## src/csvf_pkg.sv

```systemverilog
// Package for the CSV column value filter: shared widths, codes and the
// queue word type. No dependencies.
`timescale 1ns / 1ps

package csvf_pkg;

  localparam int MAX_COLUMNS       = 64;
  localparam int MAX_PATTERN_BYTES = 16;

  localparam int CHAR_W    = 8;
  localparam int FIELD_W   = 7;   // field index 0..64
  localparam int COL_IDX_W = 6;   // bit index into the select mask
  localparam int POS_W     = 5;   // byte position, saturates at 31
  localparam int PLEN_W    = 5;
  localparam int COUNT_W   = 7;
  localparam int REG_W     = 64;
  localparam int CFG_IDX_W = 2;

  localparam int QUEUE_DEPTH = 4;
  localparam int QPTR_W      = $clog2(QUEUE_DEPTH);
  localparam int QCNT_W      = $clog2(QUEUE_DEPTH + 1);

  localparam logic [CHAR_W-1:0] CH_SEMICOLON = 8'h3B;
  localparam logic [CHAR_W-1:0] CH_DQUOTE    = 8'h22;
  localparam logic [CHAR_W-1:0] CH_NEWLINE   = 8'h0A;

  localparam logic [POS_W-1:0]  POS_MAX  = 5'd31;
  localparam logic [PLEN_W-1:0] PLEN_MAX = PLEN_W'(MAX_PATTERN_BYTES);

  // Register indexes of the configuration port
  localparam logic [CFG_IDX_W-1:0] REG_PATTERN_LOW  = 2'd0;
  localparam logic [CFG_IDX_W-1:0] REG_PATTERN_HIGH = 2'd1;
  localparam logic [CFG_IDX_W-1:0] REG_PATTERN_LEN  = 2'd2;
  localparam logic [CFG_IDX_W-1:0] REG_COLUMN_MASK  = 2'd3;

  // Operations handed from the parser to the matcher
  typedef enum logic [1:0] {
    OP_TAKE  = 2'd0,
    OP_FIELD = 2'd1,
    OP_ROW   = 2'd2
  } op_t;

  typedef struct packed {
    op_t               op;
    logic [CHAR_W-1:0] data;
  } qword_t;

  typedef struct packed {
    logic full;
    logic empty;
  } qstat_t;

endpackage

```

## src/csvf_front.sv

```systemverilog
// Parser front end: runs the quote machine on each accepted byte and turns it
// into a queue word (take byte, end field, end row) or drops it. Uses csvf_pkg.
`timescale 1ns / 1ps

module csvf_front (
  input  logic                         clk,
  input  logic                         rst_n,
  input  logic                         in_valid,
  output logic                         in_ready,
  input  logic [csvf_pkg::CHAR_W-1:0]  in_char_in,
  input  logic                         in_flush,
  input  csvf_pkg::qstat_t             q_stat,
  output logic                         push,
  output csvf_pkg::qword_t             push_word
);

  typedef enum logic [1:0] {
    Q_UNQUOTED,
    Q_QUOTED,
    Q_AFTER_QUOTE
  } quote_t;

  quote_t quote_r, quote_nxt;
  logic   emit;
  logic   accept;

  assign in_ready = !q_stat.full;
  assign accept   = in_valid && in_ready;
  assign push     = accept && emit;

  // Classify the byte and work out the next quote state
  always_comb begin
    quote_nxt      = quote_r;
    emit           = 1'b0;
    push_word.op   = csvf_pkg::OP_TAKE;
    push_word.data = in_char_in;
    if (in_flush || in_char_in == csvf_pkg::CH_NEWLINE) begin
      emit         = 1'b1;
      push_word.op = csvf_pkg::OP_ROW;
      quote_nxt    = Q_UNQUOTED;
    end else begin
      case (quote_r)
        Q_UNQUOTED: begin
          if (in_char_in == csvf_pkg::CH_SEMICOLON) begin
            emit         = 1'b1;
            push_word.op = csvf_pkg::OP_FIELD;
          end else if (in_char_in == csvf_pkg::CH_DQUOTE) begin
            quote_nxt = Q_QUOTED;
          end else begin
            emit = 1'b1;
          end
        end
        Q_QUOTED: begin
          if (in_char_in == csvf_pkg::CH_DQUOTE) begin
            quote_nxt = Q_AFTER_QUOTE;
          end else begin
            emit = 1'b1;
          end
        end
        Q_AFTER_QUOTE: begin
          if (in_char_in == csvf_pkg::CH_SEMICOLON) begin
            emit         = 1'b1;
            push_word.op = csvf_pkg::OP_FIELD;
            quote_nxt    = Q_UNQUOTED;
          end else if (in_char_in == csvf_pkg::CH_DQUOTE) begin
            // doubled quote: one literal quote, back inside quotes
            emit      = 1'b1;
            quote_nxt = Q_QUOTED;
          end
        end
        default: begin
          quote_nxt = Q_UNQUOTED;
        end
      endcase
    end
  end

  // Hold quote state; advance on each accepted word
  always_ff @(posedge clk) begin
    if (!rst_n) begin
      quote_r <= Q_UNQUOTED;
    end else if (accept) begin
      quote_r <= quote_nxt;
    end
  end

endmodule

```

## src/csvf_queue.sv

```systemverilog
// Short FIFO between parser and matcher, so each side can stall on its own.
// Uses csvf_pkg.
`timescale 1ns / 1ps

module csvf_queue (
  input  logic              clk,
  input  logic              rst_n,
  input  logic              push,
  input  csvf_pkg::qword_t  push_word,
  input  logic              pop,
  output csvf_pkg::qword_t  head_word,
  output csvf_pkg::qstat_t  q_stat
);

  csvf_pkg::qword_t                  slot_r [csvf_pkg::QUEUE_DEPTH];
  logic [csvf_pkg::QPTR_W-1:0]       wr_ptr_r, rd_ptr_r;
  logic [csvf_pkg::QCNT_W-1:0]       count_r;
  logic                              do_push, do_pop;

  assign q_stat.full  = (count_r == csvf_pkg::QCNT_W'(csvf_pkg::QUEUE_DEPTH));
  assign q_stat.empty = (count_r == '0);
  assign do_push      = push && !q_stat.full;
  assign do_pop       = pop && !q_stat.empty;
  assign head_word    = slot_r[rd_ptr_r];

  // Store pushed words
  always_ff @(posedge clk) begin
    if (do_push) begin
      slot_r[wr_ptr_r] <= push_word;
    end
  end

  // Advance pointers and occupancy
  always_ff @(posedge clk) begin
    if (!rst_n) begin
      wr_ptr_r <= '0;
      rd_ptr_r <= '0;
      count_r  <= '0;
    end else begin
      if (do_push) begin
        wr_ptr_r <= (wr_ptr_r == csvf_pkg::QPTR_W'(csvf_pkg::QUEUE_DEPTH - 1)) ?
                    '0 : wr_ptr_r + 1'b1;
      end
      if (do_pop) begin
        rd_ptr_r <= (rd_ptr_r == csvf_pkg::QPTR_W'(csvf_pkg::QUEUE_DEPTH - 1)) ?
                    '0 : rd_ptr_r + 1'b1;
      end
      case ({do_push, do_pop})
        2'b10:   count_r <= count_r + 1'b1;
        2'b01:   count_r <= count_r - 1'b1;
        default: count_r <= count_r;
      endcase
    end
  end

endmodule

```

## src/csvf_back.sv

```systemverilog
// Matcher back end: holds the configuration registers, compares field bytes
// with the pattern, tallies matching selected fields and drives the result
// register. Uses csvf_pkg.
`timescale 1ns / 1ps

module csvf_back (
  input  logic                             clk,
  input  logic                             rst_n,
  input  logic                             cfg_we,
  input  logic [csvf_pkg::CFG_IDX_W-1:0]   cfg_index,
  input  logic [csvf_pkg::REG_W-1:0]       cfg_data,
  input  csvf_pkg::qstat_t                 q_stat,
  input  csvf_pkg::qword_t                 head_word,
  output logic                             pop,
  output logic                             out_valid,
  input  logic                             out_ready,
  output logic [csvf_pkg::COUNT_W-1:0]     out_row_match_count,
  output logic                             out_row_matched
);

  logic [csvf_pkg::REG_W-1:0]   pattern_low_r, pattern_high_r, column_mask_r;
  logic [csvf_pkg::PLEN_W-1:0]  pattern_len_r;

  logic [csvf_pkg::FIELD_W-1:0] field_r;
  logic [csvf_pkg::POS_W-1:0]   pos_r;
  logic                         equal_r;
  logic [csvf_pkg::COUNT_W-1:0] tally_r;

  logic                         out_valid_r;
  logic [csvf_pkg::COUNT_W-1:0] out_count_r;

  logic [2*csvf_pkg::REG_W-1:0] pattern;
  logic [csvf_pkg::PLEN_W-1:0]  eff_len;
  logic [csvf_pkg::CHAR_W-1:0]  pat_byte;
  logic                         byte_ok;
  logic                         selected;
  logic                         field_hit;
  logic [csvf_pkg::COUNT_W-1:0] tally_end;
  logic                         out_free;

  assign out_free  = !out_valid_r || out_ready;
  assign pop       = !q_stat.empty &&
                     (head_word.op != csvf_pkg::OP_ROW || out_free);

  // Pattern byte at the current position
  assign pattern  = {pattern_high_r, pattern_low_r};
  assign eff_len  = (pattern_len_r > csvf_pkg::PLEN_MAX) ? csvf_pkg::PLEN_MAX
                                                          : pattern_len_r;
  assign pat_byte = pattern[{pos_r[3:0], 3'b000} +: csvf_pkg::CHAR_W];
  assign byte_ok  = (pos_r < eff_len) && (pat_byte == head_word.data);

  // Field end: selected, still equal and of the right length
  assign selected  = (field_r < csvf_pkg::FIELD_W'(csvf_pkg::MAX_COLUMNS)) &&
                     column_mask_r[field_r[csvf_pkg::COL_IDX_W-1:0]];
  assign field_hit = selected && equal_r && (pos_r == eff_len);
  assign tally_end = tally_r + csvf_pkg::COUNT_W'(field_hit);

  // Take configuration writes
  always_ff @(posedge clk) begin
    if (!rst_n) begin
      pattern_low_r  <= '0;
      pattern_high_r <= '0;
      pattern_len_r  <= '0;
      column_mask_r  <= '0;
    end else if (cfg_we) begin
      case (cfg_index)
        csvf_pkg::REG_PATTERN_LOW:  pattern_low_r  <= cfg_data;
        csvf_pkg::REG_PATTERN_HIGH: pattern_high_r <= cfg_data;
        csvf_pkg::REG_PATTERN_LEN:  pattern_len_r  <= cfg_data[csvf_pkg::PLEN_W-1:0];
        csvf_pkg::REG_COLUMN_MASK:  column_mask_r  <= cfg_data;
        default:                    pattern_low_r  <= pattern_low_r;
      endcase
    end
  end

  // Advance field state on each popped word
  always_ff @(posedge clk) begin
    if (!rst_n) begin
      field_r <= '0;
      pos_r   <= '0;
      equal_r <= 1'b1;
      tally_r <= '0;
    end else if (pop) begin
      case (head_word.op)
        csvf_pkg::OP_TAKE: begin
          if (!byte_ok) begin
            equal_r <= 1'b0;
          end
          if (pos_r != csvf_pkg::POS_MAX) begin
            pos_r <= pos_r + 1'b1;
          end
        end
        csvf_pkg::OP_FIELD: begin
          tally_r <= tally_end;
          if (field_r < csvf_pkg::FIELD_W'(csvf_pkg::MAX_COLUMNS)) begin
            field_r <= field_r + 1'b1;
          end
          pos_r   <= '0;
          equal_r <= 1'b1;
        end
        csvf_pkg::OP_ROW: begin
          tally_r <= '0;
          field_r <= '0;
          pos_r   <= '0;
          equal_r <= 1'b1;
        end
        default: begin
          equal_r <= equal_r;
        end
      endcase
    end
  end

  // Hold the result until the receiver takes it
  always_ff @(posedge clk) begin
    if (!rst_n) begin
      out_valid_r <= 1'b0;
    end else if (pop && head_word.op == csvf_pkg::OP_ROW) begin
      out_valid_r <= 1'b1;
    end else if (out_ready) begin
      out_valid_r <= 1'b0;
    end
  end

  always_ff @(posedge clk) begin
    if (pop && head_word.op == csvf_pkg::OP_ROW) begin
      out_count_r <= tally_end;
    end
  end

  assign out_valid           = out_valid_r;
  assign out_row_match_count = out_count_r;
  assign out_row_matched     = (out_count_r != '0);

endmodule

```

## src/csv_column_value_filter_core.sv

```systemverilog
// CSV column value filter, top level: parser front end, word queue and
// matcher back end. Uses csvf_pkg, csvf_front, csvf_queue, csvf_back.
//
// Usage: text bytes enter on in_char_in with in_valid/in_ready, one byte a
// cycle. in_flush ends the pending row as a newline would (byte ignored).
// Fields split on ';' with double-quote handling; a doubled quote inside
// quotes is one literal quote. Each field whose index is set in
// column_select_mask is compared with the pattern (pattern_low/high,
// pattern_length). At each row end one result leaves on out_valid/out_ready:
// the count of matching selected fields and a matched flag.
// Configuration is written through cfg_we/cfg_index/cfg_data while idle.
// Throughput: one byte a cycle while in_ready is high, set by the quote
// machine and the byte compare in the matcher. A row end accepted with the
// queue empty ahead of it is written into the queue, then popped by the
// matcher, which registers the result and raises out_valid.
// When the receiver stalls, the result register holds its value; the
// four-word queue fills and in_ready then drops until room frees.
// Reset (synchronous, rst_n low) clears the quote state, field state, queue,
// result flag and all configuration registers to zero.
`timescale 1ns / 1ps

module csv_column_value_filter_core (
  input  logic                             clk,
  input  logic                             rst_n,
  input  logic                             in_valid,
  output logic                             in_ready,
  input  logic [csvf_pkg::CHAR_W-1:0]      in_char_in,
  input  logic                             in_flush,
  output logic                             out_valid,
  input  logic                             out_ready,
  output logic [csvf_pkg::COUNT_W-1:0]     out_row_match_count,
  output logic                             out_row_matched,
  input  logic                             cfg_we,
  input  logic [csvf_pkg::CFG_IDX_W-1:0]   cfg_index,
  input  logic [csvf_pkg::REG_W-1:0]       cfg_data
);

  csvf_pkg::qstat_t q_stat;
  csvf_pkg::qword_t push_word, head_word;
  logic             push, pop;

  csvf_front u_front (
    .clk        (clk),
    .rst_n      (rst_n),
    .in_valid   (in_valid),
    .in_ready   (in_ready),
    .in_char_in (in_char_in),
    .in_flush   (in_flush),
    .q_stat     (q_stat),
    .push       (push),
    .push_word  (push_word)
  );

  csvf_queue u_queue (
    .clk       (clk),
    .rst_n     (rst_n),
    .push      (push),
    .push_word (push_word),
    .pop       (pop),
    .head_word (head_word),
    .q_stat    (q_stat)
  );

  csvf_back u_back (
    .clk                 (clk),
    .rst_n               (rst_n),
    .cfg_we              (cfg_we),
    .cfg_index           (cfg_index),
    .cfg_data            (cfg_data),
    .q_stat              (q_stat),
    .head_word           (head_word),
    .pop                 (pop),
    .out_valid           (out_valid),
    .out_ready           (out_ready),
    .out_row_match_count (out_row_match_count),
    .out_row_matched     (out_row_matched)
  );

endmodule

```

## config.mk

```make
export PLATFORM = sky130hd
export DESIGN_NAME = csv_column_value_filter_core
export DESIGN_NICKNAME = d
export VERILOG_FILES = /design/src/csvf_pkg.sv /design/src/csvf_front.sv /design/src/csvf_queue.sv /design/src/csvf_back.sv /design/src/csv_column_value_filter_core.sv
export SDC_FILE = /design/constraint.sdc
export NUM_CORES = 1
export LEC_CHECK = 0
export BUFFER_PORTS_ARGS = -buffer_cell sky130_fd_sc_hd__buf_2
export CAP_MARGIN = 20
export CORE_ASPECT_RATIO = 0.8
export CORE_MARGIN = 10
export CORE_UTILIZATION = 60
export DETAILED_ROUTE_END_ITERATION = 10
export GPL_TIMING_DRIVEN = 0
export PLACE_DENSITY = 0.79
export SYNTH_ARGS = -nofsm -noshare
export SYNTH_HDL_FRONTEND = slang
export SYNTH_SLANG_ARGS = --single-unit
```

## constraint.sdc

```tcl
create_clock -name clk -period 5.29 [get_ports clk]
set_clock_uncertainty 0.15 [all_clocks]
set_input_delay 0.529 -clock clk [delete_from_list [all_inputs] [get_ports clk]]
set_output_delay 0.529 -clock clk [all_outputs]
set_load 0.01 [all_outputs]
```

**Yosys cells after proc, flatten, opt, wreduce, memory -nomap -nowiden**

Memory sizes are Yosys's and may differ from the RTL's. A register that Yosys moved wholly into a read port is not among the register bits.
Index checks and enable logic that the tools add are counted.

- Reductions and logical operators: 36
- Add/subtract/negate cells: 7
- Multiply operators: 0
- Bitwise operators: 0
- $lt $le $gt $ge: 4
- Shifts and indexed selects: 1
- Equality and inequality tests: 24
- Muxes and demuxes: 34
- Divide/modulo/power cells: 0

Operators by type and width:

| operator | count |
|---|---|
| $shiftx 128x8->8 | 1 |
| $pmux 7 s2 | 2 |
| $mux 2 | 11 |
| $eq 8x6->1 const B | 2 |
| $eq 2x2->1 const B | 7 |
| $mux 1 | 12 |
| $reduce_and 3->1 | 4 |
| $logic_and 1x1->1 | 10 |
| $mux 5 | 2 |
| $pmux 5 s2 | 1 |
| $reduce_and 2->1 | 5 |
| $eq 2x1->1 const B | 4 |
| $eq 8x4->1 const B | 1 |
| $eq 8x8->1 | 1 |
| $reduce_bool 2->1 | 4 |
| $add 7x1->7 | 1 |
| $add 7x1->7 const B | 1 |
| $lt 6x7->1 const B | 1 |
| $lt 7x7->1 const B | 1 |
| $mux 7 | 1 |
| $reduce_bool 7->1 | 1 |
| $bmux 1 s6 | 1 |
| $logic_not 2->1 | 3 |
| $pmux 2 s3 | 1 |
| 20 further kinds | 28 |

- Output and inout port bits: 10
- Memories kept: 1
- Word-level logic and storage cells: 121
- Bits of input ports: 80
- Register bits: 234
- Bits in latches: 0
- RAM bits: 40
- ROM bits: 0

Memory list:

| memory | words | width | read ports | clocked after Yosys merged registers in | write ports | line | source |
|---|---|---|---|---|---|---|---|
| u_queue.slot_r | 4 | 10 | 1 | 1 | 1 | csvf_queue.sv:15 | `csvf_pkg::qword_t slot_r [csvf_pkg::QUEUE_DEPTH];` |

**Depth between registers and ports, before layout**

Gate-level depths: netlist of the first run.

- Word-level depth: 9
- Mapped depth: 14
- Depth with buffers taken out: 13

**By module**

Synthesis of the first run repeated with hierarchy kept, for this count alone.

- Cells, all modules: 1,261
- Area total of the unflattened synthesis: 12,044.1 um^2

By module, submodules not included:

| module | cells an instance | instances | area an instance (um^2) | seq. area each (um^2) |
|---|---|---|---|---|
| csvf_back | 1,114 | 1 | 9,805.7 | 4,574.4 |
| csvf_queue | 108 | 1 | 1,933.1 | 1,381.3 |
| csvf_front | 39 | 1 | 305.3 | 40.0 |

**Least setup slack after synthesis of the first run**

No wires, ideal clock.

- Path kind: reg-to-reg
- Start point: register u_back.field_r[1] (netlist bit)
- End point: register u_back.tally_r[6] (netlist bit)
- Path buffers: 2
- Stages on the path, launching flop included: 15
- Arrival time: 3.104 ns
- Slack: 1.917 ns
- Data required time: 5.022 ns
- Setup time: 0.118 ns
- Period minus slack after synthesis: 3.373 ns
- Path through: dfxtp_1 > buf_2 > buf_1 > mux4_2 > mux4_2 > mux4_2 > inv_1 > nor4_1 > ha_1 > ha_1 > nand3_1 > nor2_1 > xor2_1 > a22oi_1 > nor2b_1

- Word-level cells in the longest chain between the ends: 7
- Elaborated cells between the ends (all ways): 8
- Classes of those cells: 1 x add/sub; 1 x order compare; 3 x mux; 3 x reduce/logical

RTL lines:

| element | line | source |
|---|---|---|
| from (decl) | csvf_back.sv:24 | `logic [csvf_pkg::FIELD_W-1:0] field_r;` |
| from (signal assigned) | csvf_back.sv:96 | `field_r <= field_r + 1'b1;` |
| $bmux 1 s6 | csvf_back.sv:54 | `column_mask_r[field_r[csvf_pkg::COL_IDX_W-1:0]];` |
| $mux 1 (implied by the code) | csvf_back.sv:54 |  |
| $logic_and 1x1->1 (*) | csvf_back.sv:53 | `assign selected = (field_r < csvf_pkg::FIELD_W'(csvf_pkg::MAX_COLUMNS)) &&` |
| $logic_and 1x1->1 (*) (2 in series) | csvf_back.sv:55 | `assign field_hit = selected && equal_r && (pos_r == eff_len);` |
| $add 7x1->7 (*) | csvf_back.sv:56 | `assign tally_end = tally_r + csvf_pkg::COUNT_W'(field_hit);` |
| via u_back.tally_end, one bit | csvf_back.sv:38 | `logic [csvf_pkg::COUNT_W-1:0] tally_end;` |
| $pmux 7 s2 (*) | csvf_back.sv:84 | `case (head_word.op)` |
| to (signal assigned) | csvf_back.sv:94 | `tally_r <= tally_end;` |
| to (decl) | csvf_back.sv:27 | `logic [csvf_pkg::COUNT_W-1:0] tally_r;` |

The timed path passes the listed nets; every way through them passes the cells marked *. The select of a mux whose other input is x is not followed.
A chain may end at the register's enable or synchronous reset.

**Worst setup path after layout of the first run**

- Start point: register u_back.field_r[1] (netlist bit)
- End point: register u_back.tally_r[4] (netlist bit)

Same word-level chain as after synthesis.

==> qor.csv, run 1 <==
metric;value;unit
status;completed;
clk_latency;0.55;ns
rr_startpoint;u_back.field_r[1];
cp_data_arrival_time;4.81;ns
grt_overflow;0;
drtIter0Drc;925;
cap_violations;0;
crit_required;5.61;ns
clk_pin_slew;0.06;ns
ys_async_sr_fraction;0;%
grt_pass1_wl;54060;microns
initial_core_util;60.90;%
vias_per_cell;5.933;
setup_ws;0.8047;ns
wirelength;34370;microns
cts_setup_buffers;0;
synth_cells;1273;
cts_buffer_depth;3;
fin_setup_tns;0;ns
fin_crit;4.485;ns
r2r_cells;14;
yosys_warnings;0;
clock_sinks;276;
worst_setup_path_end_kind;flip-flop;
syn_nets;1373;
root_buffer;clkbuf_16;
slew_violations;0;
dr.pass1.iters;6;
wl_per_cell;20.49;microns
num_rows;47;
synthFlopType;dfxtp_1;
hold_class;in -> reg;
dieWidth;181.8;microns
netlist-cell-type-count;59;
areaGrowthSynthToFinish;12.95;%
dp_hpwl;25000;microns
io_buffers;87;
rsz0062_at_grt;no;
irDropWorstVdd;0.2264;mV
worstMarginPinSlew;1.007;ns
synth_area;12570;sq um
post-route-period-util;84.79;%
power.density;373.6;nW/um^2
final_nets;1489;
io_pins;90;
cts_tree;yes;
max_slew_margin;32.60;%
place_congestion;0.9037;
cts_repair_resize_count;0;
layout_commonest_cell;nand2_1;
path_class;reg -> reg;
p_switching;0.001534;W
path_cells;buf_2 -> buf_1 -> mux4_2 -> mux4_2 -> mux4_2 -> inv_1 -> nor4_1 -> ha_1 -> ha_1 -> nand3_1 -> xnor2_1 -> nand3_1 -> a2bb2oi_1 -> nor2b_1;
synth-seq-cells;276;
p_comb_share;20.7;%
crit_fanout;10;
vias;9950;
ant_nets;0;
finalHoldViolCount;0;
ys_seq_area_share;47.70;%
cp_common_cell;mux4_2;
cts_hold_buf;0;
r2r_slack;0.80;ns
grt_usage;24.75;%
seqPwrFrac;44.0;%
die_area;27180;sq um
layout-drive-gt1-share;14.84;%
dp_slack;0.8770;ns
p_int;0.003770;W
startpoint_type;flip-flop;
layout_common_cells;nand2_1 (409), dfxtp_1 (229), a21boi_0 (198);
synth_edf_count;47;
diodes;0;
finish.utilization;68.79;%
r2r_end;u_back.tally_r[4];
crit_path_max_incr_delay;0.76;ns
syn_area_per_cell;9.875;sq um
grt_max_degree;15;
grt_pass1_vias;9812;
core_area;20640;sq um
drc_errors;0;
antenna_found_initial;0;
min_to;u_queue.slot_r[0][7];
min_path_cells;1;
htree_num_levels;1;
power.share.clock;35.3;%
setup_viol;0;
finalPower;0.005304;W
leakage;5.011;nW
dieHeight;149.5;microns
timing.critical_path.slowest_stage_cell;buf_1;
swShare;28.92;%
cts_buffers;27;
worstHoldStart;in_char_in[7];
fmax;223.0;MHz
-- power by group through the flow --
stage	Clock, W	Sequential (W)	Combinational (W)
3_3_place_gp	0	0.00237	0.00105
2_1_floorplan	0	0.00236	0.000765
4_1_cts	0.00188	0.00233	0.00109
5_1_grt	0.00197	0.00235	0.00119
3_5_place_dp	0	0.00238	0.00108
6_report	0.00187	0.00234	0.00110
-- logic make-up after synthesis --
logic type	synth area share, %
AND/OR/NAND/NOR	17.43
flip-flops	47.70
AO/OA/AOI/OAI	14.95
buffers and inverters	3.643
multiplexers	12.91
adder cells (fa/ha/maj)	2.050
XOR/XNOR	1.324
-- state kept, by name, indices dropped and copies added (netlist names), 3 cells and up, named ones only --
| register | cells |
|---|---|
| u_back.pattern_high_r | 64 |
| u_back.pos_r | 5 |
| u_back.pattern_low_r | 64 |
| u_back.pattern_len_r | 5 |
| u_queue.slot_r | 40 |
| u_back.tally_r | 7 |
| u_back.column_mask_r | 64 |
| u_back.field_r | 7 |
| u_queue.count_r | 3 |
| u_back.out_row_match_count | 7 |
-- cell usage after synthesis, types with 2 or more instances --
cell type  instances  area, sq um
nand2_1          409         1535
dfxtp_1          229         4584
a21boi_0         198         1486
clkbuf_1          66        247.7
mux4_2            51         1149
edfxtp_1          47         1411
nor2b_1           28        175.2
nor2_1            25        93.84
mux2i_1           23        230.2
ha_1              19        237.7
inv_1             17        63.81
xor2_1            13        113.9
nand3_1           12        60.06
and2_1            11        68.82
buf_2             10        50.05
o21ai_0            9        45.04
mux4_1             8        210.2
a21oi_1            7        35.03
buf_1              7        26.28
a22oi_1            6        45.04
nor3_1             6        30.03
xnor2_1            6        52.55
nand4_1            5        31.28
a31oi_1            4        25.02
nand2b_1           4        25.02
nor3b_1            4        30.03
or3_1              4        25.02
a22o_1             3        26.28
and3_1             3        18.77
nand3b_1           3        22.52
a2111oi_4          2        55.05
a2bb2oi_1          2        17.52
buf_12             2        40.04
buf_6              2        22.52
nor4_1             2        12.51
o21a_1             2        15.01
o32a_1             2        20.02
-- final cells by class --
type                    count  area (sq um)
fillers                  1619          6442
multi-input cells         892          6117
flip-flops and latches    276          5996
clock buffers              40         804.5
repair buffers             87         435.4
plain buffers              88         394.1
well taps                 269         336.6
inverters                  17         63.81
clock inverters             8         51.30
-- critical path: cells and delay by family, from the launching register on --
family          cells  cell delay [ns]
fa+ha+maj           2             0.44
mux                 3             1.52
xor+xnor            1             0.19
simple gates        4             0.40
compound gates      1             0.14
buf+inv             3             1.25
flops               1             0.33
-- per-stage QoR --
| stage | area, sq um | cells | hold slack (ns) |
|---|---|---|---|
| 6_report | 14200 | 1677 | 0.08587 |
| 5_1_grt | 14200 | 1677 | 0.07845 |
| 4_1_cts | 14200 | 1677 | 0.07388 |
| 3_5_place_dp | 13340 | 1629 | 0.3043 |
| 3_3_place_gp | 13340 | 1629 | 0.2975 |
| 2_1_floorplan | 12570 | 1273 | 0.2886 |
-- metal layers --
layer	vias to the layer above	track usage, %	share of wire (%)
met4	0	8.851	3.6
met2	423	38.37	44
met1	4827	34.42	44
met3	73	4.199	9.0
li1	4627	-	-
met5	-	0	0
-- worst max path at each step --
stage / start / endpoint / slack, ns / cells past startpoint
2_1_floorplan: u_back.field_r[1] / u_back.tally_r[6] / 1.92 / 14
3_3_place_gp: u_back.field_r[1] / u_back.tally_r[4] / 0.93 / 14
3_5_place_dp: u_back.field_r[1] / u_back.tally_r[4] / 0.88 / 14
4_1_cts: u_back.field_r[1] / u_back.tally_r[4] / 0.85 / 14
5_1_grt: u_back.field_r[1] / u_back.tally_r[4] / 0.70 / 14
6_report: u_back.field_r[1] / u_back.tally_r[4] / 0.80 / 14
Power figures use the tool's default switching activity.
==> inputs of run 2 (changes only) <==
Clock period 5.29 ns to 4.35 ns, I/O delays scaled along.
==> qor.csv, run 2 (synthesized netlist as in run 1, its figures left out) <==
metric;value;unit
clk_pin_slew;0.06;ns
crit_path_max_incr_delay;0.58;ns
min_path_cells;1;
fin_setup_tns;0;ns
cts_repair_resize_count;0;
p_comb_share;20.7;%
power.density;452.9;nW/um^2
startpoint_type;flip-flop;
clock_sinks;276;
dp_hpwl;25000;microns
stdcell_count;1679;
diodes;0;
grt_pass1_wl;53900;microns
wl_per_cell;20.35;microns
drc_errors;0;
cap_violations;0;
layout_common_cells;nand2_1 (409), dfxtp_1 (229), a21boi_0 (198);
p_switching;0.001856;W
post-route-period-util;90.53;%
setup_ws;0.4121;ns
clk_latency;0.54;ns
io_pins;90;
root_buffer;clkbuf_16;
hold_class;in -> reg;
power.share.clock;35.2;%
finish.utilization;68.92;%
final_nets;1491;
seqPwrFrac;44.1;%
vias_per_cell;5.915;
dp_slack;-0.06299;ns
drtIter0Drc;930;
grt_overflow;0;
die_area;27180;sq um
dieWidth;181.8;microns
grt_max_degree;20;
cts_tree;yes;
path_class;reg -> reg;
io_buffers;87;
fmax;253.9;MHz
grt_usage;24.63;%
path_cells;buf_2 -> mux4_2 -> mux4_2 -> mux4_2 -> inv_1 -> nor4_1 -> ha_1 -> ha_1 -> nand3_1 -> xnor2_1 -> nand3_1 -> a2bb2oi_1 -> nor2b_1;
r2r_cells;13;
irDropWorstVdd;0.2772;mV
cp_data_arrival_time;4.26;ns
areaGrowthSynthToFinish;13.16;%
setup_viol;0;
initial_core_util;60.90;%
holdWs;0.01236;ns
vias;9931;
layout-drive-gt1-share;14.82;%
fill_cells;1616;
cts_setup_buffers;0;
max_slew_margin;33.40;%
wirelength;34170;microns
timing.critical_path.slowest_stage_cell;mux4_2;
antenna_found_initial;0;
crit_fanout;10;
swShare;28.81;%
status;completed;
crit_required;4.67;ns
cts_buffers;27;
p_int;0.004587;W
fin_crit;3.938;ns
layout_commonest_cell;nand2_1;
htree_num_levels;1;
slew_violations;0;
worstMarginPinSlew;0.9990;ns
worst_setup_path_end_kind;flip-flop;
ant_nets;0;
reg_top3;u_back.column_mask_r x64, u_back.pattern_high_r x64, u_back.pattern_low_r x64;
dieHeight;149.5;microns
leakage;5.023;nW
dr.pass1.iters;5;
place_congestion;0.9037;
cts_buffer_depth;3;
cp_common_cell;mux4_2;
finalHoldViolCount;0;
core_area;20640;sq um
dp_cells;1629;
rsz0062_at_grt;no;
num_rows;47;
grt_pass1_vias;9808;
run 2: worst paths after layout:
path / startpoint / slack, ns / end
max: u_back.field_r[0] / 0.41 / u_back.tally_r[4]
min: in_char_in[2] / 0.01 / u_queue.slot_r[0][2]
max reg2reg: u_back.field_r[0] / 0.41 / u_back.tally_r[4]
min reg2reg: u_back.pattern_high_r[52] / 0.31 / u_back.pattern_high_r[52]
run 2: power by group through the flow:
stage | clock (W) | sequential, W | combinational [W]
floorplan | 0 | 0.00287 | 0.000931
global placement | 0 | 0.00288 | 0.00128
detailed placement | 0 | 0.00289 | 0.00131
CTS | 0.00229 | 0.00284 | 0.00132
global route | 0.00240 | 0.00285 | 0.00144
finish | 0.00227 | 0.00284 | 0.00133
run 2: through the flow:
| stage | instance area [sq um] | power (W) |
|---|---|---|
| floorplan | 12570 | 0.003804 |
| global placement | 13340 | 0.004160 |
| detailed placement | 13340 | 0.004200 |
| CTS | 14220 | 0.006451 |
| global route | 14220 | 0.006696 |
| finish | 14220 | 0.006443 |
run 2: what timing repair did:
item | CTS | global route
hold buffers | 3 | 0
setup endpoints to repair | 2 | 0
hold endpoints to repair | 12 | 0
run 2: final cells by class:
type / instances / area, sq um / share of cell area [%]
Clock inverter: 8 / 51.30 / 0.3606
Sequential cell: 276 / 5996 / 42.15
Tap cell: 269 / 336.6 / 2.366
Clock buffer: 40 / 804.5 / 5.656
Multi-Input combinational cell: 892 / 6117 / 43.00
Timing Repair Buffer: 90 / 465.4 / 3.272
Inverter: 17 / 63.81 / 0.4486
Buffer: 87 / 390.4 / 2.744
run 2: critical path: cells and delay by family, from the launching register on:
kind	cells	cell delay (ns)
mux	3	1.63
xor+xnor	1	0.19
fa+ha+maj	2	0.44
simple gates	4	0.40
buf+inv	2	0.56
flops	1	0.35
compound gates	1	0.14
run 2: metal layers:
metal / up-vias / wire, microns / global-route usage (%) / share of wire [%]
li1: 4627 / - / - / -
met1: 4772 / 14710 / 34.33 / 43
met2: 455 / 15020 / 38.48 / 44
met3: 77 / 3145 / 3.837 / 9.2
met4: 0 / 1299 / 8.526 / 3.8
met5: - / 0 / 0 / 0
